==> src/hw/rtl/wpf_pkg.sv <==
`timescale 1ns / 1ps

package wpf_pkg;

  // Stream word widths.
  localparam int IN_DATA_W  = 104;
  localparam int OUT_DATA_W = 128;
  localparam int IN_USER_W  = 2;
  localparam int OUT_USER_W = 3;
  localparam int CFG_W      = 32;

  // Iteration counts of the square root and divide units.
  localparam int SQRT_STEPS = 33;
  localparam int DIV_STEPS  = 66;
  localparam int CNT_W      = 7;

  // Configuration register indexes.
  localparam logic CFG_SPEED = 1'b0;
  localparam logic CFG_COUNT = 1'b1;

  // Item function codes.
  typedef logic [1:0] func_t;
  localparam func_t FN_LOAD  = 2'd0;
  localparam func_t FN_START = 2'd1;
  localparam func_t FN_TICK  = 2'd2;
  localparam func_t FN_STOP  = 2'd3;

  // Result event codes.
  typedef logic [2:0] ev_t;
  localparam ev_t EV_MOVING   = 3'd0;
  localparam ev_t EV_STARTED  = 3'd1;
  localparam ev_t EV_NEWTGT   = 3'd2;
  localparam ev_t EV_COMPLETE = 3'd3;
  localparam ev_t EV_STOPPED  = 3'd4;

  // Datapath operations.
  typedef logic [4:0] op_t;
  localparam op_t OP_NONE       = 5'd0;
  localparam op_t OP_LATCH      = 5'd1;
  localparam op_t OP_WRITE      = 5'd2;
  localparam op_t OP_START      = 5'd3;
  localparam op_t OP_START_TGT  = 5'd4;
  localparam op_t OP_STOP       = 5'd5;
  localparam op_t OP_BUDGET     = 5'd6;
  localparam op_t OP_BUDGET_SAT = 5'd7;
  localparam op_t OP_READ       = 5'd8;
  localparam op_t OP_FETCH      = 5'd9;
  localparam op_t OP_SQX        = 5'd10;
  localparam op_t OP_SQY        = 5'd11;
  localparam op_t OP_SQSUM      = 5'd12;
  localparam op_t OP_SQRT       = 5'd13;
  localparam op_t OP_LEN        = 5'd14;
  localparam op_t OP_MULX       = 5'd15;
  localparam op_t OP_MULY       = 5'd16;
  localparam op_t OP_DIV_INIT   = 5'd17;
  localparam op_t OP_DIV        = 5'd18;
  localparam op_t OP_ADDX       = 5'd19;
  localparam op_t OP_ADDY       = 5'd20;
  localparam op_t OP_REACH      = 5'd21;
  localparam op_t OP_COMPLETE   = 5'd22;
  localparam op_t OP_EMIT       = 5'd23;

  // Command from controller to datapath.
  typedef struct packed {
    op_t  op;
    ev_t  ev;
    logic tgt_cur;
  } cmd_t;

  // Status from datapath to controller.
  typedef struct packed {
    logic moving;
    logic next_lt_n;
    logic len_gt_budget;
    logic reached;
  } sts_t;

endpackage

==> src/hw/rtl/wpf_ctrl.sv <==
`timescale 1ns / 1ps

module wpf_ctrl (
  input  logic                   clk,
  input  logic                   rst_n,
  input  logic                   in_tvalid,
  output logic                   in_tready,
  input  logic [1:0]             in_func,
  output logic                   out_tvalid,
  input  logic                   out_tready,
  output wpf_pkg::cmd_t          cmd,
  input  wpf_pkg::sts_t          sts
);
  import wpf_pkg::*;

  localparam logic [4:0] S_IDLE  = 5'd0;
  localparam logic [4:0] S_DISP  = 5'd1;
  localparam logic [4:0] S_START = 5'd2;
  localparam logic [4:0] S_BUD   = 5'd3;
  localparam logic [4:0] S_LOOP  = 5'd4;
  localparam logic [4:0] S_FETCH = 5'd5;
  localparam logic [4:0] S_SQX   = 5'd6;
  localparam logic [4:0] S_SQY   = 5'd7;
  localparam logic [4:0] S_SUM   = 5'd8;
  localparam logic [4:0] S_SQRT  = 5'd9;
  localparam logic [4:0] S_LEN   = 5'd10;
  localparam logic [4:0] S_CMP   = 5'd11;
  localparam logic [4:0] S_DIX   = 5'd12;
  localparam logic [4:0] S_DVX   = 5'd13;
  localparam logic [4:0] S_ADX   = 5'd14;
  localparam logic [4:0] S_MULY  = 5'd15;
  localparam logic [4:0] S_DIY   = 5'd16;
  localparam logic [4:0] S_DVY   = 5'd17;
  localparam logic [4:0] S_ADY   = 5'd18;
  localparam logic [4:0] S_EMIT  = 5'd19;

  logic [4:0]       state_r, state_nxt;
  logic [CNT_W-1:0] cnt_r, cnt_nxt;
  func_t            func_r, func_nxt;
  ev_t              ev_r, ev_nxt;
  logic             tgt_cur_r, tgt_cur_nxt;
  logic             ovalid_r, ovalid_nxt;

  assign in_tready  = (state_r == S_IDLE);
  assign out_tvalid = ovalid_r;

  // Sequencer for one item.
  always_comb begin
    state_nxt   = state_r;
    cnt_nxt     = cnt_r;
    func_nxt    = func_r;
    ev_nxt      = ev_r;
    tgt_cur_nxt = tgt_cur_r;
    ovalid_nxt  = ovalid_r & ~out_tready;
    cmd.op      = OP_NONE;
    cmd.ev      = ev_r;
    cmd.tgt_cur = tgt_cur_r;
    unique case (state_r)
      S_IDLE: begin
        if (in_tvalid) begin
          cmd.op    = OP_LATCH;
          func_nxt  = in_func;
          state_nxt = S_DISP;
        end
      end
      S_DISP: begin
        unique case (func_r)
          FN_LOAD: begin
            cmd.op    = OP_WRITE;
            state_nxt = S_IDLE;
          end
          FN_START: begin
            cmd.op    = OP_START;
            state_nxt = S_START;
          end
          FN_STOP: begin
            if (sts.moving) begin
              cmd.op      = OP_STOP;
              ev_nxt      = EV_STOPPED;
              tgt_cur_nxt = 1'b1;
              state_nxt   = S_EMIT;
            end else begin
              state_nxt = S_IDLE;
            end
          end
          default: begin
            if (sts.moving) begin
              cmd.op    = OP_BUDGET;
              state_nxt = S_BUD;
            end else begin
              state_nxt = S_IDLE;
            end
          end
        endcase
      end
      S_START: begin
        cmd.op      = OP_START_TGT;
        ev_nxt      = EV_STARTED;
        tgt_cur_nxt = 1'b0;
        state_nxt   = S_EMIT;
      end
      S_BUD: begin
        cmd.op    = OP_BUDGET_SAT;
        state_nxt = S_LOOP;
      end
      S_LOOP: begin
        if (sts.next_lt_n) begin
          cmd.op    = OP_READ;
          state_nxt = S_FETCH;
        end else begin
          cmd.op      = OP_COMPLETE;
          ev_nxt      = EV_COMPLETE;
          tgt_cur_nxt = 1'b1;
          state_nxt   = S_EMIT;
        end
      end
      S_FETCH: begin
        cmd.op    = OP_FETCH;
        state_nxt = S_SQX;
      end
      S_SQX: begin
        cmd.op    = OP_SQX;
        state_nxt = S_SQY;
      end
      S_SQY: begin
        cmd.op    = OP_SQY;
        state_nxt = S_SUM;
      end
      S_SUM: begin
        cmd.op    = OP_SQSUM;
        cnt_nxt   = CNT_W'(SQRT_STEPS - 1);
        state_nxt = S_SQRT;
      end
      S_SQRT: begin
        cmd.op  = OP_SQRT;
        cnt_nxt = cnt_r - 1'b1;
        if (cnt_r == '0) begin
          state_nxt = S_LEN;
        end
      end
      S_LEN: begin
        cmd.op    = OP_LEN;
        state_nxt = S_CMP;
      end
      S_CMP: begin
        if (sts.len_gt_budget) begin
          cmd.op    = OP_MULX;
          state_nxt = S_DIX;
        end else begin
          cmd.op    = OP_REACH;
          state_nxt = S_LOOP;
        end
      end
      S_DIX: begin
        cmd.op    = OP_DIV_INIT;
        cnt_nxt   = CNT_W'(DIV_STEPS - 1);
        state_nxt = S_DVX;
      end
      S_DVX: begin
        cmd.op  = OP_DIV;
        cnt_nxt = cnt_r - 1'b1;
        if (cnt_r == '0) begin
          state_nxt = S_ADX;
        end
      end
      S_ADX: begin
        cmd.op    = OP_ADDX;
        state_nxt = S_MULY;
      end
      S_MULY: begin
        cmd.op    = OP_MULY;
        state_nxt = S_DIY;
      end
      S_DIY: begin
        cmd.op    = OP_DIV_INIT;
        cnt_nxt   = CNT_W'(DIV_STEPS - 1);
        state_nxt = S_DVY;
      end
      S_DVY: begin
        cmd.op  = OP_DIV;
        cnt_nxt = cnt_r - 1'b1;
        if (cnt_r == '0) begin
          state_nxt = S_ADY;
        end
      end
      S_ADY: begin
        cmd.op      = OP_ADDY;
        ev_nxt      = sts.reached ? EV_NEWTGT : EV_MOVING;
        tgt_cur_nxt = 1'b0;
        state_nxt   = S_EMIT;
      end
      S_EMIT: begin
        // Load the output register once it is free or being drained.
        if (!ovalid_r || out_tready) begin
          cmd.op     = OP_EMIT;
          ovalid_nxt = 1'b1;
          state_nxt  = S_IDLE;
        end
      end
      default: begin
        state_nxt = S_IDLE;
      end
    endcase
  end

  always_ff @(posedge clk) begin
    if (!rst_n) begin
      state_r   <= S_IDLE;
      ovalid_r  <= 1'b0;
      cnt_r     <= '0;
      func_r    <= FN_LOAD;
      ev_r      <= EV_MOVING;
      tgt_cur_r <= 1'b0;
    end else begin
      state_r   <= state_nxt;
      ovalid_r  <= ovalid_nxt;
      cnt_r     <= cnt_nxt;
      func_r    <= func_nxt;
      ev_r      <= ev_nxt;
      tgt_cur_r <= tgt_cur_nxt;
    end
  end

endmodule

==> config.mk <==
export PLATFORM = sky130hd
export DESIGN_NAME = wpf_ctrl
export DESIGN_NICKNAME = d
export VERILOG_FILES = /design/src/hw/rtl/wpf_pkg.sv /design/src/hw/rtl/wpf_ctrl.sv
export SDC_FILE = /design/constraint.sdc
export NUM_CORES = 1
export LEC_CHECK = 0
export BUFFER_PORTS_ARGS = -buffer_cell sky130_fd_sc_hd__buf_2
export CAP_MARGIN = 25
export CORE_MARGIN = 2
export CORE_UTILIZATION = 36
export DETAILED_ROUTE_END_ITERATION = 7
export REMOVE_ABC_BUFFERS = 1
export SLEW_MARGIN = 20
export SYNTH_ARGS = -nofsm -noshare
export SYNTH_HDL_FRONTEND = slang
export SYNTH_SLANG_ARGS = --single-unit
==> constraint.sdc <==
create_clock -name clk -period 1.5 [get_ports clk]
set_input_delay 0.15 -clock clk [delete_from_list [all_inputs] [get_ports clk]]
set_output_delay 0.15 -clock clk [all_outputs]
set_load 0.02 [all_outputs]
==> flow_summary.json, run 1 <==
{
  "use_met2_pct": 38.4,
  "gr-total-overflow": 0,
  "syn-instance-count": 191,
  "cts_buffer_depth": 2,
  "io_buffers": 20,
  "synth_edf_count": 0,
  "synth_area_leader_cell": "dfxtp_1",
  "drv_slew": 0,
  "startpoint_type": "register",
  "cts_tree": "built",
  "wl_per_cell_um": 18.2,
  "netlist_top_cells_count": "24 x nor2_1, 19 x dfxtp_1, 16 x o21ai_0",
  "n_antenna_cell": 0,
  "first_pass_iters": 5,
  "yosysSeqAreaShare_pct": 26.6,
  "setup_tns_ps": -3750,
  "nFillCells": 311,
  "period_needed_ps": 1830,
  "crit_path_max_fanout": 6,
  "layout-drive-gt1-share_pct": 55.3,
  "clock_skew_ps": 9.71,
  "pre_cts_ws_ps": -251,
  "start_util_pct": 38.2,
  "synth-main-ff-cell": "dfxtp_1",
  "grtUsageTotal_pct": 24.4,
  "clock_latency_ps": 280,
  "htree_levels": 1,
  "root_buffer": "clkbuf_8",
  "grt_max_degree": 14,
  "use_met3_pct": 4.05,
  "clk_pin_slew_ps": 90,
  "postLayoutSetupSlackWorst_ps": -329,
  "grt_util_met1_pct": 33.8,
  "final_area_mm2": 0.00243,
  "vias": 1896,
  "outcome": "finished, violations left",
  "hold_buffers": 0,
  "ff_latch_area_um2": 399,
  "fin_crit_sh_pct": 122,
  "grt_pass1_wl_mm": 8.20,
  "max_freq_mhz": 547,
  "grt_setup_unrepaired": "true",
  "yosys_warnings": 0,
  "slew-limit-headroom_pct": 70.5,
  "grt_pass1_vias": 1654,
  "die_area_mm2": 0.00449,
  "worstSetupEndpointType": "primary output",
  "dieWidth_um": 67,
  "power.density_mw_per_mm2": 1280,
  "hp-class": "primary input to register",
  "dieHeight_um": 67,
  "synth_cell_types": 54,
  "utilization_pct": 64.9,
  "synth_top_area_share_pct": 26.6,
  "nets": 286,
  "path_class": "register to primary output",
  "dp_hpwl_mm": 3.32,
  "yosysMostFrequentCell": "nor2_1",
  "tightest_slew_ps": 431,
  "top_usage_layer": "met2",
  "vdd_drop_max_mv": 0.742,
  "required_ps": 1350,
  "yosys-top-cells-area": "dfxtp_1 27%, nor2_1 6.3%, o21ai_0 5.6%",
  "placed_area_mm2": 0.00193,
  "synth_area_per_cell_um2": 7.48,
  "rows": 22,
  "drc": 0,
  "critPathArrivalTime_ps": 1680,
  "synth_seq_cells": 19,
  "multiInputGateArea_mm2": 0.00118,
  "cts-buffers-inserted": 3,
  "finalHoldViolCount": 0,
  "synth_area_mm2": 0.00143,
  "vias_per_cell": 5.91,
  "num_io_pins": 21,
  "async_flop_share_pct": 0,
  "totalWireLength_mm": 5.83,
  "drt_iter0_drc": 181,
  "core_mm2": 0.00374,
  "leakage_nw": 0.990,
  "syn_to_final_growth_pct": 70.1,
  "setup_viol": 22,
  "failed_checks": "negative setup slack",
  "antenna_found_initial": 0,
  "antenna_left": 0,
  "globalplace.congestion": 0.841,
  "drv_cap": 0,
  "cts_num_sinks": 19
}
-- layout make-up --
type	count	area share (%)
tap	48	2.47
clock buffer	3	1.70
timing repair buffer	91	28.6
clock inverter	1	0.309
multi-input combinational	148	48.8
inverter	11	1.75
sequential	19	16.4
-- power by group --
part           switching (mW)  total [mW]  internal (mW)
Combinational            1.00        1.97          0.967
Sequential              0.131       0.733          0.602
Clock                   0.212       0.401          0.189
Total                    1.35        3.10           1.76
-- critical path: stages (launching register included) --
cell,delay (ps)
dfxtp_4,380
inv_2,90
buf_4,120
nor2_1,70
a22o_1,240
a221oi_2,220
o41ai_1,110
buf_2,170
-- registers in the layout (all words and copies together), names as in the netlist --
register / flops
cnt_r: 7
state_r: 5
ev_r: 3
func_r: 2
out_tvalid: 1
tgt_cur_r: 1
-- final timing paths --
check | from | end | slack, ps | cells after the start
hold reg to reg | ev_r[2] | ev_r[2] | 470 | 2
hold / removal | in_func[0] | func_r[0] | 120 | 3
setup reg to reg | state_r[2] | ev_r[0] | -220 | 6
setup / recovery | state_r[2] | cmd[5] | -330 | 7
-- cells in the final DEF (no fill, tap or decap), types with 3 or more instances in the layout --
master / instances
buf_4: 59
nor2_1: 18
buf_2: 18
dfxtp_1: 14
buf_6: 13
a21oi_1: 11
nand2_1: 11
inv_1: 8
o21ai_0: 7
nor3_1: 5
o21ai_2: 5
dfxtp_4: 5
nand3_1: 4
o21ai_1: 4
nor2_2: 4
a21oi_2: 4
a31oi_1: 4
nor2b_1: 3
nand2b_4: 3
nor3_4: 3
or3_1: 3
o21a_1: 3
clkbuf_8: 3
-- per-stage QoR --
stage               cells  hold WS (ps)  total power [mW]
global placement      300           418              2.08
global route          321           140              3.26
floorplan             178           259              1.49
CTS                   313           136              2.79
finish                321           124              3.10
detailed placement    300           423              2.08
-- repair_timing --
action | 4_1_cts | 5_1_grt
setup buffers | 9 | 8
pin swaps | 16 | 9
resized for setup | 65 | 29
endpoints found under the setup margin | 24 | 23
-- cell families after synthesis --
kind of cell	after synthesis	share of synthesized area (%)
mux	1	0.701
fa+ha+maj	2	1.75
xor+xnor	3	1.84
simple gates	76	27.8
flops	19	26.6
compound gates	66	33.6
buf+inv	24	7.71
-- routing by layer --
layer	vias to the layer above	wire length, µm
li1	865	-
met1	909	2420
met2	105	2840
met3	17	434
met4	0	137
met5	-	0
Power figures use the tool's default switching activity.
==> run 2: changes to the inputs <==
--- a/config.mk
+++ b/config.mk
@@ -10,6 +10,7 @@
 export CORE_MARGIN = 2
 export CORE_UTILIZATION = 36
 export DETAILED_ROUTE_END_ITERATION = 7
+export PLACE_DENSITY = 0.57
 export REMOVE_ABC_BUFFERS = 1
 export SLEW_MARGIN = 20
 export SYNTH_ARGS = -nofsm -noshare
==> run 2 against run 1 <==
Net effect:
- the run still ends with negative setup slack left
- first-iteration DRC count decreased by 34%
- total power increased by 4.1%
- clock skew decreased by 2.2 ps
- via count decreased by 0.37%
- sequential share of layout area decreased by 1.1 points
- clock-buffer cell count unchanged
- non-clock buffer count increased by 10
- routed wire length decreased by 2.1%
- clock power decreased by 1%
- die area unchanged
==> flow_summary.json, run 2 (synthesis gave the netlist of run 1 again) <==
{
  "switching_share_pct": 41.5,
  "layout-drive-gt1-share_pct": 58.0,
  "holdPathEnd": "func_r[1]",
  "required_ps": 1350,
  "first_pass_iters": 4,
  "p_comb_share_pct": 66.0,
  "holdCritStartpoint": "in_func[1]",
  "outcome": "finished, violations left",
  "syn_to_final_growth_pct": 82.2,
  "largest_register": "cnt_r",
  "antenna_found_initial": 0,
  "drc": 0,
  "fin_crit_sh_pct": 128,
  "drt_iter0_drc": 119,
  "dieWidth_um": 67,
  "reg2reg_slack_ps": -290,
  "grt_setup_unrepaired": "true",
  "cts_buffer_depth": 2,
  "num_io_pins": 21,
  "io_buffers": 20,
  "pwr-share-clk_pct": 12.3,
  "power.density_mw_per_mm2": 1240,
  "mostFrequentLayoutCell": "buf_4",
  "largest_reg_flops": 7,
  "top_usage_layer": "met2",
  "root_buffer": "clkbuf_8",
  "crit_path_max_fanout": 6,
  "core_mm2": 0.00374,
  "dieHeight_um": 67,
  "slew-limit-headroom_pct": 70.2,
  "globalplace.congestion": 0.907,
  "pre_cts_ws_ps": -354,
  "internal_power_mw": 1.89,
  "vias_per_cell": 5.71,
  "die_area_mm2": 0.00449,
  "n_antenna_cell": 0,
  "htree_levels": 1,
  "cts_num_sinks": 19,
  "cts_tree": "built",
  "p_sw_mw": 1.34,
  "wl_per_cell_um": 17.3,
  "postLayoutSetupSlackWorst_ps": -425,
  "use_met2_pct": 43.6,
  "tightest_slew_ps": 446,
  "vias": 1889,
  "vdd_drop_max_mv": 0.581,
  "critPathArrivalTime_ps": 1770,
  "setup_tns_ps": -4300,
  "seqPwrFrac_pct": 21.8,
  "setup_viol": 22,
  "r2r-end": "tgt_cur_r",
  "clock_skew_ps": 7.53,
  "worst_r2r_path_depth": 8,
  "worstSetupStartpoint": "state_r[2]",
  "drv_slew": 0,
  "clock_latency_ps": 270,
  "nets": 296,
  "start_util_pct": 38.2,
  "cts-buffers-inserted": 3,
  "failed_checks": "negative setup slack",
  "grt_util_met1_pct": 34.5,
  "worstSetupEndpointType": "primary output",
  "grt_max_degree": 16,
  "grtUsageTotal_pct": 26.0,
  "top_regs": "cnt_r (7), state_r (5), ev_r (3)",
  "dp_hpwl_mm": 3.57,
  "antenna_left": 0,
  "clk_pin_slew_ps": 90,
  "gr-total-overflow": 0,
  "finalHoldViolCount": 0,
  "hold_buffers": 0,
  "hp-class": "primary input to register",
  "grt_pass1_vias": 1881,
  "path_class": "register to primary output",
  "use_met3_pct": 3.38,
  "mostFrequentLayoutCells": "62 x buf_4, 22 x nor2_1, 22 x buf_6, 15 x buf_2, 14 x dfxtp_1",
  "rows": 22,
  "period_needed_ps": 1920,
  "totalWireLength_mm": 5.71,
  "hold_path_depth": 3,
  "grt_pass1_wl_mm": 8.84,
  "max_freq_mhz": 520,
  "r2r-start": "state_r[2]",
  "startpoint_type": "register",
  "leakage_nw": 1.08,
  "drv_cap": 0
}
[run 2: area by class of cell]
type                    instances  area (µm²)
multi-input cells             148        1240
fillers                       278        1140
repair buffers                101         818
flip-flops and latches         19         399
well taps                      48        60.1
clock buffers                   3        41.3
inverters                      11        41.3
clock inverters                 1        7.51
[run 2: critical path, cell delays in order (launching register included)]
cell	delay (ps)
dfxtp_4	380
buf_6	130
buf_6	110
buf_4	150
xnor2_1	150
o21ai_0	260
o31a_1	210
buf_6	120
[run 2: how the worst max path moves through the flow]
| stage | endpoint |
|---|---|
| after CTS | cmd[5] |
| after floorplan | func_r[0] |
| after global routing | cmd[4] |
| after global placement | cnt_r[1] |
| after detailed placement | cnt_r[3] |
| final | cmd[4] |
[run 2: repair_timing]
action / in CTS / in global routing
pin swaps: 25 / 11
setup buffers: 14 / 9
setup endpoints to repair: 20 / 23
resized for setup: 73 / 42
[run 2: routing by layer]
layer	wire [µm]	part of all wire, %	vias up
met3	412	7.2	16
met4	164	2.9	0
met5	0	0	-
met2	2870	50	82
li1	-	-	879
met1	2260	40	912
[run 2: metrics by stage]
stage	power (mW)	area [µm²]	hold slack, ps	utilization, %	instances
after floorplan	1.49	1360	259	-	178
after global placement	2.10	1960	414	52.2	304
after detailed placement	2.13	1960	416	52.2	304
after CTS	2.84	2350	139	62.7	322
after global routing	3.43	2600	152	69.6	331
final	3.23	2600	128	69.6	331
[run 2: power by group through the flow]
stage	clock network [mW]	registers, mW	logic, mW
after global placement	0	0.689	1.41
after floorplan	0	0.730	0.764
after CTS	0.400	0.689	1.75
after detailed placement	0	0.696	1.43
final	0.396	0.704	2.13
after global routing	0.422	0.719	2.29
==> run 3: changes to the inputs <==
--- a/config.mk
+++ b/config.mk
@@ -11,6 +11,7 @@
 export CORE_UTILIZATION = 36
 export DETAILED_ROUTE_END_ITERATION = 7
 export PLACE_DENSITY = 0.57
+export RECOVER_POWER = 100
 export REMOVE_ABC_BUFFERS = 1
 export SLEW_MARGIN = 20
 export SYNTH_ARGS = -nofsm -noshare
==> run 3 against run 2 <==
Net effect:
- the run still ends with negative setup slack left
- combinational power about the same
- sequential cell count did not move
- register-to-register slack is essentially flat
- non-clock buffer count is the same
- critical path depth is the same
- critical endpoint unchanged
==> flow_summary.json, run 3 (synthesis gave the netlist of run 1 again) <==
{
  "outcome": "finished, violations left",
  "failed_checks": "negative setup slack",
  "cts_tree": "built",
  "postLayoutSetupSlackWorst_ps": -425,
  "start_util_pct": 38.2,
  "hp-class": "primary input to register",
  "grt_setup_unrepaired": "true",
  "crit_family": "buffers and inverters",
  "path_common_cell": "buf_6",
  "io_buffers": 20,
  "cts-buffers-inserted": 3,
  "largest_reg_flops": 7,
  "drc": 0,
  "wl_per_cell_um": 17.4,
  "placed_area_mm2": 0.00196,
  "gr-total-overflow": 0,
  "top_regs": "cnt_r (7), state_r (5), ev_r (3)",
  "die_area_mm2": 0.00449,
  "dp_hpwl_mm": 3.57,
  "worstSetupEndpointType": "primary output",
  "hold_buffers": 0,
  "setup_tns_ps": -4270,
  "crit_chain": "buf_6 > buf_6 > buf_4 > xnor2_1 > o21ai_0 > o31a_1 > buf_6",
  "power.density_mw_per_mm2": 1240,
  "reg2reg_slack_ps": -290,
  "drt_iter0_drc": 119,
  "clk_pin_slew_ps": 90,
  "vdd_drop_max_mv": 0.579,
  "n_antenna_cell": 0,
  "required_ps": 1350,
  "antenna_left": 0,
  "mostFrequentLayoutCells": "62 x buf_4, 22 x nor2_1, 22 x buf_6, 14 x dfxtp_1",
  "critPathArrivalTime_ps": 1780,
  "pre_cts_ws_ps": -354,
  "grt_pass1_vias": 1881,
  "dieWidth_um": 67,
  "vias_per_cell": 5.74,
  "htree_levels": 1,
  "rows": 22,
  "crit_path_max_fanout": 6,
  "clock_skew_ps": 6.00,
  "setup_viol": 22,
  "period_needed_ps": 1930,
  "fin_crit_sh_pct": 128,
  "drv_cap": 0,
  "root_buffer": "clkbuf_8",
  "grt_max_degree": 16,
  "globalplace.congestion": 0.907,
  "first_pass_iters": 4,
  "nets": 296,
  "utilization_pct": 69.4,
  "dieHeight_um": 67,
  "antenna_found_initial": 0,
  "slew-limit-headroom_pct": 70.1,
  "path_buf_inv": 4,
  "finalHoldViolCount": 0,
  "core_mm2": 0.00374,
  "clock_latency_ps": 260,
  "layout-drive-gt1-share_pct": 56.2,
  "grt_pass1_wl_mm": 8.84,
  "cts_num_sinks": 19,
  "leakage_nw": 1.06,
  "mostFrequentLayoutCell": "buf_4",
  "path_class": "register to primary output",
  "syn_to_final_growth_pct": 81.8,
  "num_io_pins": 21,
  "slowest_stage": "dfxtp_4",
  "final_area_mm2": 0.00260,
  "cts_buffer_depth": 2,
  "startpoint_type": "register",
  "vias": 1901,
  "crit_path_max_incr_delay_ps": 380,
  "largest_register": "cnt_r",
  "tightest_slew_ps": 448,
  "grtUsageTotal_pct": 26.0,
  "totalWireLength_mm": 5.74,
  "max_freq_mhz": 519,
  "drv_slew": 0
}
[run 3: repair_timing]
item,4_1_cts,5_1_grt
setup buffers,14,9
pin swaps,25,11
gates resized for setup,73,42
endpoints found under the setup margin,20,23
[run 3: per-stage QoR]
| step | std cells | total power, mW | hold slack (ps) |
|---|---|---|---|
| 6_report | 331 | 3.23 | 129 |
| 3_3_place_gp | 304 | 2.10 | 414 |
| 4_1_cts | 322 | 2.84 | 139 |
| 5_1_grt | 331 | 3.43 | 152 |
| 3_5_place_dp | 304 | 2.13 | 416 |
| 2_1_floorplan | 178 | 1.49 | 259 |
[run 3: final timing paths]
check,from,end,cells past startpoint
worst min-delay path,in_func[1],func_r[1],3
worst min register to register,cnt_r[6],cnt_r[6],2
worst max register to register,state_r[2],tgt_cur_r,8
worst max-delay path,state_r[2],cmd[4],7
[run 3: report_power, final]
part | internal [mW] | switching, mW
clock network | 0.188 | 0.207
logic | 1.10 | 1.03
registers | 0.602 | 0.102
[run 3: area by class of cell]
| type | count | area, µm² |
|---|---|---|
| Multi-Input combinational cell | 148 | 1240 |
| Fill cell | 283 | 1150 |
| Timing Repair Buffer | 101 | 812 |
| Sequential cell | 19 | 399 |
| Tap cell | 48 | 60.1 |
| Clock buffer | 3 | 41.3 |
| Inverter | 11 | 41.3 |
| Clock inverter | 1 | 7.51 |
[run 3: tightest hold or removal path: stages]
cell and delay [ps]:
buf_2 100, nand3_1 50, a21oi_1 50
[run 3: metal layers]
layer / vias to the layer above / global-route usage [%] / wire length [µm]
li1: 879 / - / -
met1: 921 / 34.5 / 2290
met2: 85 / 43.6 / 2880
met3: 16 / 3.38 / 409
met4: 0 / 7.91 / 164
met5: - / 0 / 0
